[config.mk]
export PLATFORM = sky130hd
export DESIGN_NAME = tpq_ctrl
export DESIGN_NICKNAME = d
export VERILOG_FILES = /design/src/hdl/tpq_pkg.sv /design/src/hdl/tpq_ctrl.sv
export SDC_FILE = /design/constraint.sdc
export NUM_CORES = 1
export LEC_CHECK = 0
export BUFFER_PORTS_ARGS = -buffer_cell sky130_fd_sc_hd__buf_2
export CORE_AREA = 3 3 54 56
export CTS_CLUSTER_DIAMETER = 120
export CTS_CLUSTER_SIZE = 14
export DETAILED_ROUTE_END_ITERATION = 6
export DIE_AREA = 0 0 57 59
export PLACE_DENSITY = 0.65
export SLEW_MARGIN = 20
export SYNTH_ARGS = -nofsm -noshare
export SYNTH_HDL_FRONTEND = slang
export SYNTH_SLANG_ARGS = --single-unit
export TNS_END_PERCENT = 50
[constraint.sdc]
create_clock -name clk -period 2.1 [get_ports clk]
set_input_delay 0.21 -clock clk [delete_from_list [all_inputs] [get_ports clk]]
set_output_delay 0.21 -clock clk [all_outputs]
set_load 0.1 [all_outputs]
[src/hdl/tpq_pkg.sv]
`default_nettype none
package tpq_pkg;

    localparam int NODE_W = 14;
    localparam int WGT_W  = 24;
    localparam int STEP_W = 15;
    localparam int DIST_W = 38;

    typedef enum logic [1:0] {
        REQ_LOAD  = 2'd0,
        REQ_DIST  = 2'd1,
        REQ_KTH   = 2'd2,
        REQ_CLEAR = 2'd3
    } req_type_t;

    typedef enum logic [1:0] {
        ST_OK         = 2'd0,
        ST_NOT_LOADED = 2'd1,
        ST_K_RANGE    = 2'd2,
        ST_NO_MEET    = 2'd3
    } status_t;

    typedef enum logic [4:0] {
        OP_NOP,
        OP_CAPTURE,
        OP_CLEAR,
        OP_STATUS,
        OP_ROOT_WR,
        OP_LOAD_BASE,
        OP_LOAD_RD,
        OP_LOAD_WR,
        OP_MARK,
        OP_MEET_INIT,
        OP_CLB_STEP,
        OP_CLB_TAKE,
        OP_LCA_INIT,
        OP_LCA_RD,
        OP_LCA_CMP,
        OP_LCA_TOP,
        OP_LCA_FIN,
        OP_DIST_U,
        OP_DIST_V,
        OP_KTH,
        OP_EMIT
    } dp_op_t;

    typedef enum logic [4:0] {
        S_CLEAR,
        S_IDLE,
        S_DECODE,
        S_CHECK,
        S_ROOT_WR,
        S_LOAD_BASE,
        S_LOAD_RD,
        S_LOAD_WR,
        S_MARK,
        S_MEET_INIT,
        S_CLB_STEP,
        S_CLB_TAKE,
        S_CLB_END,
        S_LCA_RD,
        S_LCA_CMP,
        S_LCA_TOP,
        S_LCA_FIN,
        S_PATH,
        S_FIN
    } state_t;

    typedef enum logic [1:0] {
        PH_MEET,
        PH_DIST_U,
        PH_DIST_V,
        PH_KTH
    } phase_t;

    typedef struct packed {
        dp_op_t  op;
        status_t st;
    } dp_cmd_t;

    typedef struct packed {
        req_type_t typ;
        logic      load_n_bad;
        logic      is_root;
        logic      load_p_fail;
        logic      query_fail;
        logic      len_bit;
        logic      lvl_last;
        logic      lvl_zero;
        logic      a_eq_b;
        logic      x_ne_y;
        logic      k_bad;
        logic      clr_last;
    } dp_stat_t;

endpackage
`default_nettype wire

[src/hdl/tpq_ctrl.sv]
`default_nettype none
module tpq_ctrl (
    input  wire logic               clk,
    input  wire logic               rst_n,
    input  wire logic               req_valid,
    output logic                    req_ready,
    output logic                    rsp_valid,
    input  wire logic               rsp_ready,
    input  wire tpq_pkg::dp_stat_t  stat,
    output tpq_pkg::dp_cmd_t        cmd
);
    import tpq_pkg::*;

    state_t state_reg, state_next;
    phase_t phase_reg, phase_next;
    logic   clr_req_reg, clr_req_next;
    logic   rsp_valid_reg, rsp_valid_next;
    logic   slot_free;

    assign slot_free = !rsp_valid_reg || rsp_ready;

    // next state
    always_comb
    begin
        state_next   = state_reg;
        phase_next   = phase_reg;
        clr_req_next = clr_req_reg;
        case (state_reg)
            S_CLEAR:
            begin
                if (stat.clr_last)
                begin
                    state_next = clr_req_reg ? S_FIN : S_IDLE;
                end
            end
            S_IDLE:
            begin
                if (req_valid)
                begin
                    state_next = S_DECODE;
                end
            end
            S_DECODE:
            begin
                clr_req_next = (stat.typ == REQ_CLEAR);
                state_next   = (stat.typ == REQ_CLEAR) ? S_CLEAR : S_CHECK;
            end
            S_CHECK:
            begin
                if (stat.typ == REQ_LOAD)
                begin
                    if (stat.load_n_bad)
                    begin
                        state_next = S_FIN;
                    end
                    else if (stat.is_root)
                    begin
                        state_next = S_ROOT_WR;
                    end
                    else if (stat.load_p_fail)
                    begin
                        state_next = S_FIN;
                    end
                    else
                    begin
                        state_next = S_LOAD_BASE;
                    end
                end
                else
                begin
                    state_next = stat.query_fail ? S_FIN : S_MEET_INIT;
                end
            end
            S_ROOT_WR:
            begin
                state_next = stat.lvl_last ? S_MARK : S_ROOT_WR;
            end
            S_LOAD_BASE:
            begin
                state_next = S_LOAD_RD;
            end
            S_LOAD_RD:
            begin
                state_next = S_LOAD_WR;
            end
            S_LOAD_WR:
            begin
                state_next = stat.lvl_last ? S_MARK : S_LOAD_RD;
            end
            S_MARK:
            begin
                state_next = S_FIN;
            end
            S_MEET_INIT:
            begin
                phase_next = PH_MEET;
                state_next = S_CLB_STEP;
            end
            S_CLB_STEP:
            begin
                if (stat.len_bit)
                begin
                    state_next = S_CLB_TAKE;
                end
                else if (stat.lvl_last)
                begin
                    state_next = S_CLB_END;
                end
            end
            S_CLB_TAKE:
            begin
                state_next = stat.lvl_last ? S_CLB_END : S_CLB_STEP;
            end
            S_CLB_END:
            begin
                case (phase_reg)
                    PH_MEET:
                    begin
                        state_next = stat.a_eq_b ? S_PATH : S_LCA_RD;
                    end
                    PH_DIST_U:
                    begin
                        phase_next = PH_DIST_V;
                        state_next = S_CLB_STEP;
                    end
                    default:
                    begin
                        state_next = S_FIN;
                    end
                endcase
            end
            S_LCA_RD:
            begin
                state_next = S_LCA_CMP;
            end
            S_LCA_CMP:
            begin
                state_next = stat.lvl_zero ? S_LCA_TOP : S_LCA_RD;
            end
            S_LCA_TOP:
            begin
                state_next = S_LCA_FIN;
            end
            S_LCA_FIN:
            begin
                state_next = stat.x_ne_y ? S_FIN : S_PATH;
            end
            S_PATH:
            begin
                if (stat.typ == REQ_DIST)
                begin
                    phase_next = PH_DIST_U;
                    state_next = S_CLB_STEP;
                end
                else
                begin
                    phase_next = PH_KTH;
                    state_next = stat.k_bad ? S_FIN : S_CLB_STEP;
                end
            end
            S_FIN:
            begin
                if (slot_free)
                begin
                    state_next = S_IDLE;
                end
            end
            default:
            begin
                state_next = S_IDLE;
            end
        endcase
    end

    // datapath commands and handshake
    always_comb
    begin
        cmd.op         = OP_NOP;
        cmd.st         = ST_OK;
        req_ready      = 1'b0;
        rsp_valid_next = rsp_valid_reg && !rsp_ready;
        case (state_reg)
            S_CLEAR:     cmd.op = OP_CLEAR;
            S_IDLE:
            begin
                req_ready = 1'b1;
                if (req_valid)
                begin
                    cmd.op = OP_CAPTURE;
                end
            end
            S_CHECK:
            begin
                cmd.st = ST_NOT_LOADED;
                if (stat.typ == REQ_LOAD)
                begin
                    if (stat.load_n_bad || (!stat.is_root && stat.load_p_fail))
                    begin
                        cmd.op = OP_STATUS;
                    end
                end
                else if (stat.query_fail)
                begin
                    cmd.op = OP_STATUS;
                end
            end
            S_ROOT_WR:   cmd.op = OP_ROOT_WR;
            S_LOAD_BASE: cmd.op = OP_LOAD_BASE;
            S_LOAD_RD:   cmd.op = OP_LOAD_RD;
            S_LOAD_WR:   cmd.op = OP_LOAD_WR;
            S_MARK:      cmd.op = OP_MARK;
            S_MEET_INIT: cmd.op = OP_MEET_INIT;
            S_CLB_STEP:  cmd.op = OP_CLB_STEP;
            S_CLB_TAKE:  cmd.op = OP_CLB_TAKE;
            S_CLB_END:
            begin
                if (phase_reg == PH_MEET && !stat.a_eq_b)
                begin
                    cmd.op = OP_LCA_INIT;
                end
                else if (phase_reg == PH_DIST_U)
                begin
                    cmd.op = OP_DIST_V;
                end
            end
            S_LCA_RD:    cmd.op = OP_LCA_RD;
            S_LCA_CMP:   cmd.op = OP_LCA_CMP;
            S_LCA_TOP:   cmd.op = OP_LCA_TOP;
            S_LCA_FIN:
            begin
                if (stat.x_ne_y)
                begin
                    cmd.op = OP_STATUS;
                    cmd.st = ST_NO_MEET;
                end
                else
                begin
                    cmd.op = OP_LCA_FIN;
                end
            end
            S_PATH:
            begin
                if (stat.typ == REQ_DIST)
                begin
                    cmd.op = OP_DIST_U;
                end
                else if (stat.k_bad)
                begin
                    cmd.op = OP_STATUS;
                    cmd.st = ST_K_RANGE;
                end
                else
                begin
                    cmd.op = OP_KTH;
                end
            end
            S_FIN:
            begin
                if (slot_free)
                begin
                    cmd.op         = OP_EMIT;
                    rsp_valid_next = 1'b1;
                end
            end
            default:     cmd.op = OP_NOP;
        endcase
    end

    // state registers
    always_ff @(posedge clk or negedge rst_n)
    begin
        if (!rst_n)
        begin
            state_reg     <= S_CLEAR;
            phase_reg     <= PH_MEET;
            clr_req_reg   <= 1'b0;
            rsp_valid_reg <= 1'b0;
        end
        else
        begin
            state_reg     <= state_next;
            phase_reg     <= phase_next;
            clr_req_reg   <= clr_req_next;
            rsp_valid_reg <= rsp_valid_next;
        end
    end

    assign rsp_valid = rsp_valid_reg;

    // an accepted request is decoded next
    assert property (@(posedge clk) disable iff (!rst_n)
        req_valid && req_ready |=> state_reg == S_DECODE)
        else $error("accepted request not decoded");
    // a finished request waits while the response slot is full
    assert property (@(posedge clk) disable iff (!rst_n)
        state_reg == S_FIN && rsp_valid_reg && !rsp_ready |=> state_reg == S_FIN)
        else $error("response overwritten");
    // a new response only comes from the finish state
    assert property (@(posedge clk) disable iff (!rst_n)
        $rose(rsp_valid_reg) |-> $past(state_reg) == S_FIN)
        else $error("response raised outside finish");
endmodule
`default_nettype wire
; ---- Word level (Yosys, flattened, before mapping)
; Cells that the tools add are included.
[classes]
n_eq_ne = 26
mux = 43
reduce_logical = 15
[op_table]
columns = cell, n
row1 = 2-to-1 mux 5 bit, 21
row2 = one-hot mux 5 bit (19 select lines), 1
row3 = one-hot mux 5 bit (18 select lines), 1
row4 = equality test 5 x 4 -> 1 bit (second input constant), 8
row5 = equality test 5 x 3 -> 1 bit (second input constant), 4
row6 = 2-to-1 mux 2 bit, 10
row7 = equality test 5 bit (second input constant), 3
row8 = one-hot mux 2 bit (3 select lines), 2
row9 = equality test 5 x 2 -> 1 bit (second input constant), 2
row10 = one-hot mux 5 bit (2 select lines), 1
row11 = 2-to-1 mux 4 bit, 2
row12 = != test 2 bit (second input constant), 4
row13 = equality test 5 x 1 -> 1 bit (second input constant), 1
row14 = zero test 5 bit, 1
row15 = equality test 2 x 1 -> 1 bit (second input constant), 2
row16 = zero test 1 bit, 4
row17 = zero test 2 bit, 2
row18 = 2-to-1 mux 1 bit, 4
row19 = AND reduction 4 bit, 1
row20 = logical AND 1 bit, 3
row21 = 2-to-1 mux 3 bit, 1
row22 = != test 3 bit (second input constant), 1
row23 = nonzero test 3 bit, 1
row24 = equality test 2 bit (second input constant), 1
row25 = 2 further kinds, 3
[word_totals]
regBits = 9
out_inout_bits = 9

; ---- Depth between registers and ports, before layout
; Gate-level depths: netlist of the first run.
[logic_depth]
word_depth = 6
depth_mapped = 7
mapped_depth_nobuf = 5

; ---- Least setup slack after synthesis of the first run
; OpenSTA, ideal clock, no wires.
[synth_path]
kind = register -> output
from = reg rsp_valid_reg, in the netlist rsp_valid
to = out cmd[6] (netlist bit)
t_arrival_ns = 3.388
required_ns = 1.890
path_slack_ns = -1.498
stages_incl_launch_ff = 4
n_path_buf = 0
path_cell_list = dfrtp_1 -> nand2b_1 -> a21oi_1 -> o31ai_1
[synth_rtl]
columns = item, line
row1 = from (decl), tpq_ctrl.sv:17  ; logic rsp_valid_reg, rsp_valid_next;
row2 = from (signal assigned), tpq_ctrl.sv:284  ; rsp_valid_reg <= rsp_valid_next;
row3 = to (decl), tpq_ctrl.sv:10  ; output tpq_pkg::dp_cmd_t cmd

==> results of run 1 <==
## worst max-delay path, delay by kind of cell, from the launching register on
family,cells,cell delay [ps]
AO/OA/AOI/OAI,1,140
AND/OR/NAND/NOR,2,640
buffers and inverters,2,410
flip-flops,1,440
## area by class of cell
class	count	area [um2]	share of cell area
multi-input cells	130	848	0.543
repair buffers	47	415	0.266
flip-flops and latches	9	231	0.148
well taps	30	37.5	0.0240
clock buffers	4	26.3	0.0168
inverters	1	3.75	0.00240
## through the flow
step / instance area [um2] / instances
floorplan: 1130 / 152
CTS: 1460 / 210
global placement: 1410 / 205
finish: 1560 / 221
detailed placement: 1410 / 205
global route: 1560 / 221
## path summary, 6_finish.rpt
path / cells past startpoint / startpoint / to / slack (ps)
max: 5 / state_reg[3] / cmd[4] / -20
min: 3 / stat[11] / clr_req_reg / 280
max reg2reg: 7 / state_reg[4] / state_reg[1] / 280
min reg2reg: 2 / clr_req_reg / clr_req_reg / 530
max in group asynchronous: 2 / rst_n / phase_reg[0] / 1570
min in group asynchronous: 2 / rst_n / state_reg[3] / 330
## synth_stat cells, types with 2 or more instances
cell type,n
sky130_fd_sc_hd__nor2_1,20
sky130_fd_sc_hd__a21oi_1,14
sky130_fd_sc_hd__nand2_1,13
sky130_fd_sc_hd__nand2b_1,11
sky130_fd_sc_hd__dfrtp_1,9
sky130_fd_sc_hd__o21ai_0,9
sky130_fd_sc_hd__buf_2,8
sky130_fd_sc_hd__nor3_1,7
sky130_fd_sc_hd__nand3_1,4
sky130_fd_sc_hd__nor3b_1,4
sky130_fd_sc_hd__or2_2,4
sky130_fd_sc_hd__a31oi_1,3
sky130_fd_sc_hd__o31ai_1,3
sky130_fd_sc_hd__a211o_1,2
sky130_fd_sc_hd__a21o_1,2
sky130_fd_sc_hd__a221oi_1,2
sky130_fd_sc_hd__a22oi_1,2
sky130_fd_sc_hd__buf_6,2
sky130_fd_sc_hd__clkbuf_1,2
sky130_fd_sc_hd__mux2i_1,2
sky130_fd_sc_hd__nor2b_1,2
sky130_fd_sc_hd__o22ai_1,2
sky130_fd_sc_hd__or3b_1,2
## logic make-up (layout without fill, tap and decap cells)
kind of cell / count (synthesis) / in the layout
buffers and inverters: 13 / 52
AO/OA/AOI/OAI: 52 / 52
multiplexers: 2 / 2
XOR/XNOR: 1 / 1
flip-flops: 9 / 9
AND/OR/NAND/NOR: 75 / 75
## what timing repair did
action / in CTS / in global routing
resized for setup: 6 / 11
endpoints found under the setup margin: 3 / 5
endpoints found under the hold margin: 9 / 0
pin swaps: 0 / 2
setup buffers: 0 / 11
hold buffers: 1 / 0
## per-layer routing
layer | up-vias | part of all wire | routed length, um
met5 | - | 0 | 0
met4 | 0 | 0.034 | 131
met3 | 18 | 0.078 | 300
met2 | 87 | 0.48 | 1840
met1 | 657 | 0.41 | 1590
li1 | 638 | - | -
## where the power goes
part           switching [uW]  internal (uW)  total [uW]
sequential                107            257         365
clock                    71.5           73.7         145
combinational            1530            986        2510
==> parameters.txt, run 1 <==
Parameter                              Value

Synth
  Sequential area share after synthesis    0.205
  Synthesized net count    169
  Top cell type by total area after synthesis    sky130_fd_sc_hd__dfrtp_1
  Adder-cell area share of the yosys netlist    0
  Largest cells by area after synthesis    sky130_fd_sc_hd__dfrtp_1 21%, sky130_fd_sc_hd__nor2_1 6.8%, sky130_fd_sc_hd__a21oi_1 6.4%
  Synthesized-area fraction occupied by and/or/nand/nor cells    0.370
  Synthesized cell area    0.00110 mm2
  Mean instance size in the synthesized netlist    7.23 um2
  Combinational family with the most area after synthesis    simple AND/OR/NAND/NOR gates
  Number of flops mapped to enable cells by yosys    0
  Post-Synthesis Cells    152
  Warnings from Yosys    0
  Proportion of register bits with asynchronous set or reset after synthesis    1.00
  Leading register cell type out of synthesis    sky130_fd_sc_hd__dfrtp_1
  Library cells used by synthesis    46
  XOR/XNOR share of the synthesized area    0.00797
  Flop and latch count out of synthesis    9
  Mux share of post-synthesis cell area    0.0182
  Share of the synthesized area in the top cell type    0.205
  Complex-gate fraction of the synthesized area    0.331

Cells and area
  Number of flip-flops in the largest register    5
  Diode insertion count for antenna repair    0
  FILL cells    227
  Most common cell after layout, fill and taps aside    sky130_fd_sc_hd__buf_4
  Share of cells above drive strength 1    0.387
  Commonest cells after routing, fill and taps aside    20 x sky130_fd_sc_hd__buf_4, 19 x sky130_fd_sc_hd__nor2_1, 17 x sky130_fd_sc_hd__buf_2, 13 x sky130_fd_sc_hd__a21oi_1, 13 x sky130_fd_sc_hd__nand2_1
  Nets    209
  Area grow syn2layout    42.3%
  Share of the core filled with cells in the final layout    0.631

Clocking
  Total CTS buffers    3
  CTS sink count    9
  Clock latency on the worst-skew pair    280 ps
  CTS tree    done
  H-Tree Depth    1
  Root buffer cell    sky130_fd_sc_hd__clkbuf_4
  Clk buf depth    2
  Clock edge transition at the registers on the reported setup and hold paths    approximately 70 ps

Global route
  Vias in the first global route    1279
  Layer carrying the most global-route usage    met2
  Met3 Use GR    0.0240
  Overflow after GRT    0
  Global router's overall resource usage    0.235
  Met2 capacity usage during global routing    0.383
  Pin count of the biggest net entering global routing    22
  M1 GR Usage    0.315
  Global-route wire length before repair    approximately 6100 um
  Number of antenna violations at the first check in global routing    0

Critical path
  Required arrival time at the worst endpoint    1890 ps
  Peak fanout along the critical path    6
  Startpoint class of the critical path    flip-flop
  Critical path type    flip-flop to output pin
  Cell-by-cell listing of the critical path    buf_4 > nand3b_1 > or3b_4 > o211ai_1 > clkbuf_16
  Cell at the slowest stage of the critical path    sky130_fd_sc_hd__dfrtp_2
  Endpoint arrival time on the critical path    1910 ps
  Max stage delay on crit path    440 ps
  Nature of the critical path endpoint    output pin

STA
  Clock Skew    roughly 9 ps
  Worst hold slack    283 ps
  Final cycle utilization of the critical path    1.01
  RSZ-0062 raised after global routing    true
  Worst Setup Slack, final    -24.2 ps
  Count of final hold-check violations    0
  Crit path time final    2120 ps
  Fin. max-slew vios    0
  Final setup violation count    1
  Highest clock frequency the design can meet    ~0.47 GHz
  Setup tns final    -24.2 ps
  Actual slew at the worst max-slew pin    about 500 ps
  Worst relative slew slack    0.655

Power
  Total power of the final layout    3020 uW
  Leakage power    0.000665 uW
  Cell Pwr Density    1930 mW/mm2
  Worst ir drop on vdd    around 0.0016 V

Floorplan
  Std cell rows    18
  Area of the placeable core    0.00248 mm2
  I/O pins    26
  Y dimension of the die    around 59 um
  Die Span X    57 um
  Initial core utilization    0.443
  Area of the die    0.00336 mm2

Run status
  Failing checks    negative setup slack
  Outcome    finished with violations

Routing
  DR vias/cell    about 6.3
  Initial DRC Count    131
  Average detailed-routed wire length per instance    17.4 um
  Residual antenna-violating net count after detailed routing    0
  Number of detailed-routing iterations run before antenna repair    4
  DRC violations left    0
  Final WL    3860 um
  Via total after detailed routing    1400

Placed design
  Detail Placement HPWL    2840 um
  Global placer's final weighted congestion    between 0.9 and 1
  Number of port buffers    25
  Placement Setup Slack    188 ps

Min path
  Min-Delay Path Class    primary input to flip-flop

Run
  Total of max-cap violations    0
Power figures use the tool's default switching activity.
==> run 2: changes to the inputs <==
--- a/config.mk
+++ b/config.mk
@@ -12,6 +12,7 @@
 export DETAILED_ROUTE_END_ITERATION = 6
 export DIE_AREA = 0 0 57 59
 export PLACE_DENSITY = 0.65
+export REMOVE_ABC_BUFFERS = 1
 export SLEW_MARGIN = 20
 export SYNTH_ARGS = -nofsm -noshare
 export SYNTH_HDL_FRONTEND = slang
==> run 2 against run 1 <==
  * The run now ends clean
  * Global-route usage shrank 3.1 points
  * Flip-flop and latch count did not move
  * Routed wire length down 12%
  * Hold slack improved by 26 ps
  * Via count is 11% lower
  * Highest routed layer unchanged
  * Largest cell class unchanged
  * Sequential share of layout area up 1.1 points
==> parameters.txt, run 2 (synthesis gave the netlist of run 1 again) <==
Parameter                              Value

Clocking
  Root buffer cell    sky130_fd_sc_hd__clkbuf_4
  H-Tree Depth    1 (unchanged)
  Buffers inserted during post-CTS setup optimization    0 (unchanged)
  Clk buf depth    2 (unchanged)
  Total CTS buffers    3 (unchanged)
  Clock edge transition at the registers on the reported setup and hold paths    60 ps (about the same)
  CTS sink count    9 (unchanged)
  CTS tree    done
  Clock latency on the worst-skew pair    260 ps (-20 ps)

Critical path
  Nature of the critical path endpoint    output pin
  Path depth of the worst reg2reg path    6 (-1)
  Peak fanout along the critical path    8 (+2)
  Endpoint arrival time on the critical path    1870 ps (-40 ps)
  Critical path type    flip-flop to output pin
  Required arrival time at the worst endpoint    1890 ps (about the same)
  Beginning of the critical path    state_reg[4]
  Worst r2r src    state_reg[0]
  Startpoint class of the critical path    flip-flop
  Reg-to-Reg End    state_reg[4]
  Slack of the worst reg-to-reg path    400 ps (+120 ps)
  Capturing element of the worst setup path    cmd[6]

STA
  Setup tns final    0 ps (+24.2 ps)
  Actual slew at the worst max-slew pin    488 ps (-17.2 ps)
  Worst Setup Slack, final    24.6 ps (+48.8 ps)
  Worst hold slack    309 ps (+25.5 ps)
  Worst relative slew slack    0.677 (+0.0224)
  Fin. max-slew vios    0 (unchanged)
  Count of final hold-check violations    0 (unchanged)
  RSZ-0062 raised after global routing    true
  Final setup violation count    0 (-1)
  Final cycle utilization of the critical path    0.988 (-0.0232)
  Crit path time final    2080 ps (-48.8 ps)
  Highest clock frequency the design can meet    0.482 GHz (+2.4%)
  Clock Skew    5.38 ps (-3.85 ps)

Cells and area
  Share of cells above drive strength 1    0.311 (-0.0767)
  Area grow syn2layout    30.1%
  Nets    195 (-6.7%)
  Share of the core filled with cells in the final layout    0.577 (-0.0540)
  Commonest cells after routing, fill and taps aside    18 x sky130_fd_sc_hd__nor2_1, 18 x sky130_fd_sc_hd__buf_2, 14 x sky130_fd_sc_hd__a21oi_1, 13 x sky130_fd_sc_hd__nand2_1, 10 x sky130_fd_sc_hd__nand2b_1
  Diode insertion count for antenna repair    0 (unchanged)
  Number of flip-flops in the largest register    5 (unchanged)

Run status
  Outcome    finished, final reports clean

Floorplan
  Area of the placeable core    0.00248 mm2 (unchanged)
  Area of the die    0.00336 mm2 (unchanged)
  Initial core utilization    0.443 (unchanged)
  Die Span X    57 um (unchanged)
  Y dimension of the die    59 um (unchanged)
  I/O pins    26 (unchanged)
  Std cell rows    18 (unchanged)

Routing
  Residual antenna-violating net count after detailed routing    0 (unchanged)
  Number of detailed-routing iterations run before antenna repair    4 (unchanged)
  DRC violations left    0 (unchanged)
  Final WL    3410 um (-12%)
  DR vias/cell    6.00 (-5.2%)
  Average detailed-routed wire length per instance    16.4 um (-5.7%)
  Initial DRC Count    58 (-56%)
  Via total after detailed routing    1243 (-11%)

Global route
  Global router's overall resource usage    0.204 (-0.0313)
  Overflow after GRT    0 (unchanged)
  Vias in the first global route    1185 (-7.3%)
  Number of antenna violations at the first check in global routing    0 (unchanged)
  Pin count of the biggest net entering global routing    22 (unchanged)
  Global-route wire length before repair    5340 um (-13%)

Placed design
  Number of port buffers    25 (unchanged)
  Placement Setup Slack    258 ps (+69.3 ps)
  Global placer's final weighted congestion    0.961 (+3.1%)
  Detail Placement HPWL    2670 um (-6.1%)

Run
  Total of max-cap violations    0 (unchanged)

Min path
  Min-Delay Path Class    primary input to flip-flop
[run 2: what timing repair did]
| action | in CTS | in global routing |
|---|---|---|
| hold endpoints to repair | 9 | 0 |
| hold buffers | 1 | 0 |
| resized for setup | 3 | 8 |
| pin swaps | 0 | 2 |
| endpoints found under the setup margin | 3 | 5 |
[run 2: stage by stage]
stage	instance area (um2)	cells
2_1_floorplan	1030	140
3_3_place_gp	1350	202
3_5_place_dp	1350	202
4_1_cts	1390	207
5_1_grt	1430	207
6_report	1430	207
[run 2: how the worst min path moves through the flow]
stage | slack, ps | from | cells after the start | to
CTS | 310 | stat[11] | 3 | clr_req_reg
detailed placement | 70 | rst_n | 1 | phase_reg[1]
global route | 320 | stat[11] | 3 | clr_req_reg
finish | 310 | stat[11] | 3 | clr_req_reg
floorplan | -90 | rst_n | 0 | clr_req_reg
global placement | 70 | rst_n | 1 | phase_reg[0]
[run 2: worst max-delay path, cell delays in order (launching register included)]
cell	delay, ps
sky130_fd_sc_hd__dfrtp_2	440
sky130_fd_sc_hd__or3b_4	460
sky130_fd_sc_hd__nor2_2	120
sky130_fd_sc_hd__a22oi_1	120
sky130_fd_sc_hd__o31ai_1	100
sky130_fd_sc_hd__bufbuf_16	360
[run 2: layout make-up]
cell class,count,area [um2]
Tap cell,30,37.5
Sequential cell,9,228
Inverter,1,3.75
Multi-Input combinational cell,130,825
Timing Repair Buffer,33,309
Fill cell,256,1050
Clock buffer,4,26.3
[run 2: layer usage]
metal	share of wire	vias up	track usage
met2	0.47	48	0.333
met5	0	-	0
met3	0.047	8	0.0414
met1	0.46	574	0.263
met4	0.026	0	0.0828
li1	-	613	-
Power of run 2 is not shown: default switching activity piles up to over one toggle a cycle in this logic, so the estimate is an artifact.
